File: config.mk
export PLATFORM = sky130hd
export DESIGN_NAME = pqsb_ctrl
export DESIGN_NICKNAME = d
export VERILOG_FILES = /design/src/hw/rtl/perspective_quad_screen_box_top_defines.svh /design/src/hw/rtl/pqsb_pkg.sv /design/src/hw/rtl/pqsb_ctrl.sv
export SDC_FILE = /design/constraint.sdc
export NUM_CORES = 1
export LEC_CHECK = 0
export BUFFER_PORTS_ARGS = -buffer_cell sky130_fd_sc_hd__buf_2
export CAP_MARGIN = 10
export CORE_UTILIZATION = 45
export DETAILED_ROUTE_END_ITERATION = 10
export HOLD_SLACK_MARGIN = 0.06
export PLACE_DENSITY = 0.69
export SYNTH_ARGS = -nofsm -noshare
export SYNTH_HDL_FRONTEND = slang
export SYNTH_SLANG_ARGS = --single-unit
File: constraint.sdc
create_clock -name clk -period 2.8 [get_ports clk]
set_input_delay 0.28 -clock clk [delete_from_list [all_inputs] [get_ports clk]]
set_output_delay 0.28 -clock clk [all_outputs]
set_load 0.01 [all_outputs]
File: src/hw/rtl/perspective_quad_screen_box_top_defines.svh
// assertion helpers for the screen box block
`ifndef PERSPECTIVE_QUAD_SCREEN_BOX_TOP_DEFINES_SVH
`define PERSPECTIVE_QUAD_SCREEN_BOX_TOP_DEFINES_SVH

`define PQSB_ASSERT_SAME(lbl, ante, cons) \
	lbl: assert property (@(posedge clk) disable iff (!arst_n) (ante) |-> (cons)) \
		else $error("pqsb: same-cycle check failed");

`define PQSB_ASSERT_NEXT(lbl, ante, cons) \
	lbl: assert property (@(posedge clk) disable iff (!arst_n) (ante) |=> (cons)) \
		else $error("pqsb: next-cycle check failed");

`endif

File: src/hw/rtl/pqsb_pkg.sv
package pqsb_pkg;
	localparam int SCREEN_FRAC_BITS = 8;
	localparam int SCREEN_MAX_X     = 639;
	localparam int SCREEN_MAX_Y     = 447;
	localparam int CENTER_X         = 320;
	localparam int CENTER_Y         = 224;
	localparam int ROT_BITS         = 14;

	localparam int CRD_W  = 20;
	localparam int DIF_W  = CRD_W + 1;
	localparam int ANG_W  = 16;
	localparam int FOC_W  = 10;
	localparam int NEAR_W = 16;
	localparam int PRD_W  = DIF_W + ANG_W;
	localparam int RX_W   = PRD_W + 1;
	localparam int PF_W   = RX_W + FOC_W + 1;
	localparam int NUM_W  = PF_W + SCREEN_FRAC_BITS;
	localparam int QUO_W  = NUM_W + 1;
	localparam int SX_W   = NUM_W + 2;
	localparam int CNT_W  = $clog2(NUM_W);
	localparam int CFG_W  = 20;
	localparam int IDX_W  = 3;

	typedef enum logic [IDX_W-1:0] {
		REG_CAMERA_X = 3'd0,
		REG_CAMERA_Y = 3'd1,
		REG_CAMERA_Z = 3'd2,
		REG_COS      = 3'd3,
		REG_SIN      = 3'd4,
		REG_FOCAL    = 3'd5,
		REG_NEAR     = 3'd6
	} reg_idx_t;

	typedef struct packed {
		logic load;
		logic mul;
		logic sum;
		logic mulf;
		logic div_start;
		logic div_sel;
		logic store_qx;
		logic upd;
		logic fin;
	} cmd_t;

	typedef struct packed {
		logic cull;
		logic div_busy;
		logic fin;
		logic emit_ok;
		logic out_full;
	} stat_t;
endpackage

File: src/hw/rtl/pqsb_ctrl.sv
module pqsb_ctrl (
	input  logic            clk,
	input  logic            arst_n,
	input  logic            s_tvalid,
	output logic            s_tready,
	input  pqsb_pkg::stat_t stat,
	output pqsb_pkg::cmd_t  cmd
);
	import pqsb_pkg::*;

	typedef enum logic [10:0] {
		S_IDLE = 11'b00000000001,
		S_MUL  = 11'b00000000010,
		S_SUM  = 11'b00000000100,
		S_MULF = 11'b00000001000,
		S_DXI  = 11'b00000010000,
		S_DIVX = 11'b00000100000,
		S_DYI  = 11'b00001000000,
		S_DIVY = 11'b00010000000,
		S_UPD  = 11'b00100000000,
		S_FIN  = 11'b01000000000,
		S_WAIT = 11'b10000000000
	} state_t;

	state_t state_q, state_d;

	always_comb begin
		state_d  = state_q;
		cmd      = '0;
		s_tready = 1'b0;
		unique case (state_q)
			S_IDLE: begin
				s_tready = 1'b1;
				if (s_tvalid) begin
					cmd.load = 1'b1;
					state_d  = S_MUL;
				end
			end
			S_MUL: begin
				cmd.mul = 1'b1;
				state_d = S_SUM;
			end
			S_SUM: begin
				cmd.sum = 1'b1;
				state_d = S_MULF;
			end
			S_MULF: begin
				if (stat.cull) begin
					state_d = S_UPD;
				end else begin
					cmd.mulf = 1'b1;
					state_d  = S_DXI;
				end
			end
			S_DXI: begin
				cmd.div_start = 1'b1;
				state_d       = S_DIVX;
			end
			S_DIVX: begin
				if (!stat.div_busy) state_d = S_DYI;
			end
			S_DYI: begin
				cmd.store_qx  = 1'b1;
				cmd.div_start = 1'b1;
				cmd.div_sel   = 1'b1;
				state_d       = S_DIVY;
			end
			S_DIVY: begin
				if (!stat.div_busy) state_d = S_UPD;
			end
			S_UPD: begin
				cmd.upd = 1'b1;
				state_d = stat.fin ? S_FIN : S_IDLE;
			end
			S_FIN: begin
				if (!(stat.emit_ok && stat.out_full)) begin
					cmd.fin = 1'b1;
					state_d = S_IDLE;
				end else begin
					state_d = S_WAIT;
				end
			end
			S_WAIT: begin
				state_d = S_FIN;
			end
			default: state_d = S_IDLE;
		endcase
	end

	always_ff @(posedge clk or negedge arst_n) begin
		if (!arst_n) begin
			state_q <= S_IDLE;
		end else begin
			state_q <= state_d;
		end
	end
endmodule

==> flow_metrics.env <==
export IMPL_grt_max_degree=12
export IMPL_path_cells="nor4_2 -> nand2_1 -> nor4b_1 -> buf_2"
export IMPL_cts_made_buffers=3
export IMPL_crit_slowest_cell="dfrtp_1"
export IMPL_power_density_mw_per_mm2=661
export IMPL_pre_cts_ws_ns=0.958
export IMPL_rsz0062_at_grt="false"
export IMPL_cts_buffer_depth=2
export IMPL_switching_power_mw=0.226
export IMPL_crit_path_max_fanout=6
export IMPL_cp_slowest_stage_delay_ns=0.46
export IMPL_ant_nets=0
export IMPL_drive_above_1_share_pct=33.3
export IMPL_drcViolationCount=0
export IMPL_rows=14
export IMPL_hold_viol=0
export IMPL_maxCapViolCount=0
export IMPL_end_kind="primary output"
export IMPL_ys_async_sr_fraction_pct=100
export IMPL_ios=18
export IMPL_vias=689
export IMPL_dp_hpwl_mm=1.19
export IMPL_skew_ns=0.00102
export IMPL_setup_violations=0
export IMPL_fp_dieW_um=43.2
export IMPL_worstHoldPathType="in -> reg"
export IMPL_ys_ff_latch=11
export IMPL_cts_sinks=11
export IMPL_nNetsFinal=111
export IMPL_synthToLayoutAreaGrowth_pct=14.4
export IMPL_fin_crit_ns=2.14
export IMPL_gp_congestion=0.771
export IMPL_status="finished, final reports clean"
export IMPL_coreArea_mm2=0.00154
export IMPL_synth_cells=84
export IMPL_antenna_found_initial=0
export IMPL_drt_wl_total_mm=1.56
export IMPL_ys_types=35
export IMPL_clk_pin_slew_ns=0.08
export IMPL_top_regs="state_q: 11 flops"
export IMPL_dieArea_mm2=0.00186
export IMPL_dieHeight_um=43.2
export IMPL_cp_num_buf_inv=1
export IMPL_drt_iter0_markers=20
export IMPL_crit_arrival_ns=1.86
export IMPL_layout_common_cells="buf_2, dfrtp_1, nor2_1"
export IMPL_start_util_pct=49.4
export IMPL_worstSetupStartpointType="flip-flop"
export IMPL_slew_violations=0
export IMPL_clock_fmax_ghz=0.468
export IMPL_criticalPathCategory="reg -> out"
export IMPL_power_leakage_nw=0.423
export IMPL_power_mw=0.576
export IMPL_swShare_pct=39.2
export IMPL_crit_family="simple AND/OR/NAND/NOR gates"
export IMPL_portBuffers=17
export IMPL_n_fill_cell=156
export IMPL_required_ns=2.52
export IMPL_fin_setup_tns_ns=0
export IMPL_grt_pass1_vias=555
export IMPL_power_share_clock_pct=20.3
export IMPL_synth_cell_area_um2=762
export IMPL_cts_root_buffer="clkbuf_4"
export IMPL_grt_pass1_wl_mm=2.54
export IMPL_syn_nets=92
export IMPL_regMostFlops="state_q"
export IMPL_synth_edf_count=0
export IMPL_gr_total_overflow=0
export IMPL_slew_headroom_pct=75.2
export IMPL_ys_flop_type="dfrtp_1"
export IMPL_combPwrFrac_pct=42.5
export IMPL_ys_warn_count=0
export IMPL_layout_commonest_cell="buf_2"
export IMPL_fin_ws_ns=0.664
export IMPL_intPower_mw=0.350
export IMPL_track_usage_pct=18.9
export IMPL_seq_power_share_pct=37.2
export IMPL_drt_wirelength_per_cell_um=13.2
export IMPL_dr_pass1_iters=4
export IMPL_ir_drop_mv=0.258
export IMPL_cts_tree="built"
export IMPL_clock_latency_ns=0.28
export IMPL_worst_slew_pin_slew_ns=0.369
export IMPL_num_antenna_cells=0
export IMPL_seq_area_frac_synth_pct=36.3
export IMPL_via_per_inst=5.84
export IMPL_cts_setup_buffers=0
export IMPL_syn_avg_cell_area_um2=9.07
export IMPL_finalCritPeriodShare_pct=76.3
export IMPL_largest_register_ffs=11
export IMPL_h_tree_depth=1
## final timing paths
| path | cells after the start | to | start | slack [ns] |
|---|---|---|---|---|
| hold / removal | 2 | state_q[4] | stat[4] | 0.19 |
| setup / recovery | 4 | cmd[0] | state_q[5] | 0.66 |
| setup reg to reg | 5 | state_q[0] | state_q[5] | 1.16 |
| max in group asynchronous | 2 | state_q[0] | arst_n | 2.13 |
| hold reg to reg | 1 | state_q[9] | state_q[9] | 0.54 |
| min in group asynchronous | 2 | state_q[3] | arst_n | 0.40 |
## kinds of logic (layout without fill, tap and decap cells)
kind of cell,count (synthesis),count (layout),share of synthesized area (%)
AO/OA/AOI/OAI,14,14,13.3
XOR/XNOR,3,3,3.45
buffers and inverters,7,25,5.58
flip-flops,11,11,36.3
multiplexers,2,2,2.96
AND/OR/NAND/NOR,47,47,38.4
## stage by stage
step	std cells	instance area, um^2	hold WS [ns]	utilization, %
2_1_floorplan	84	762	-0.0156	-
3_3_place_gp	113	836	0.170	54.2
3_5_place_dp	113	836	0.168	54.2
4_1_cts	118	872	0.178	56.6
5_1_grt	118	872	0.182	56.6
6_report	118	872	0.187	56.6
## cells in the mapped netlist, drive strengths merged (3+ instances only)
| master | number | area [um^2] |
|---|---|---|
| a21oi | 5 | 28.8 |
| buf | 4 | 31.3 |
| dfrtp | 10 | 250 |
| inv | 3 | 11.3 |
| nand2 | 7 | 28.8 |
| nor2 | 12 | 52.6 |
| nor3 | 9 | 50.1 |
| nor4 | 4 | 46.3 |
| o21ai | 3 | 15.0 |
## power groups by stage
stage,Clock [mW],Sequential [mW],Combinational [mW]
after floorplan,0,0.211,0.184
after global placement,0,0.217,0.240
after detailed placement,0,0.217,0.243
after CTS,0.120,0.215,0.246
after global routing,0.128,0.220,0.268
final,0.117,0.214,0.245
## layer usage
metal | vias up | track usage [%] | share of wire [%] | routed length, um
met5 | - | 0 | 0 | 0
met1 | 319 | 24.5 | 46 | 720
met2 | 19 | 27.2 | 46 | 719
met3 | 7 | 3.83 | 4.0 | 63
met4 | 0 | 14.5 | 3.4 | 53
li1 | 344 | - | - | -
## worst reg2reg max path: cells and delay by family (launching register included)
| kind | cells | cell delay (ns) |
|---|---|---|
| simple gates | 2 | 0.68 |
| compound gates | 3 | 0.42 |
| flops | 1 | 0.46 |
## what timing repair did
action | 4_1_cts | 5_1_grt
gates resized for setup | 0 | 0
hold endpoints to repair | 10 | 0
hold buffers | 1 | 0
## area by class of cell
cell class                      count  area [um^2]  area share, %
Clock buffer                        4         26.3           3.01
Tap cell                           16         20.0           2.30
Timing Repair Buffer               18         95.1           10.9
Multi-Input combinational cell     66          443           50.8
Sequential cell                    11          277           31.7
Inverter                            3         11.3           1.29
Note: power is estimated with default switching activity, not from simulation.
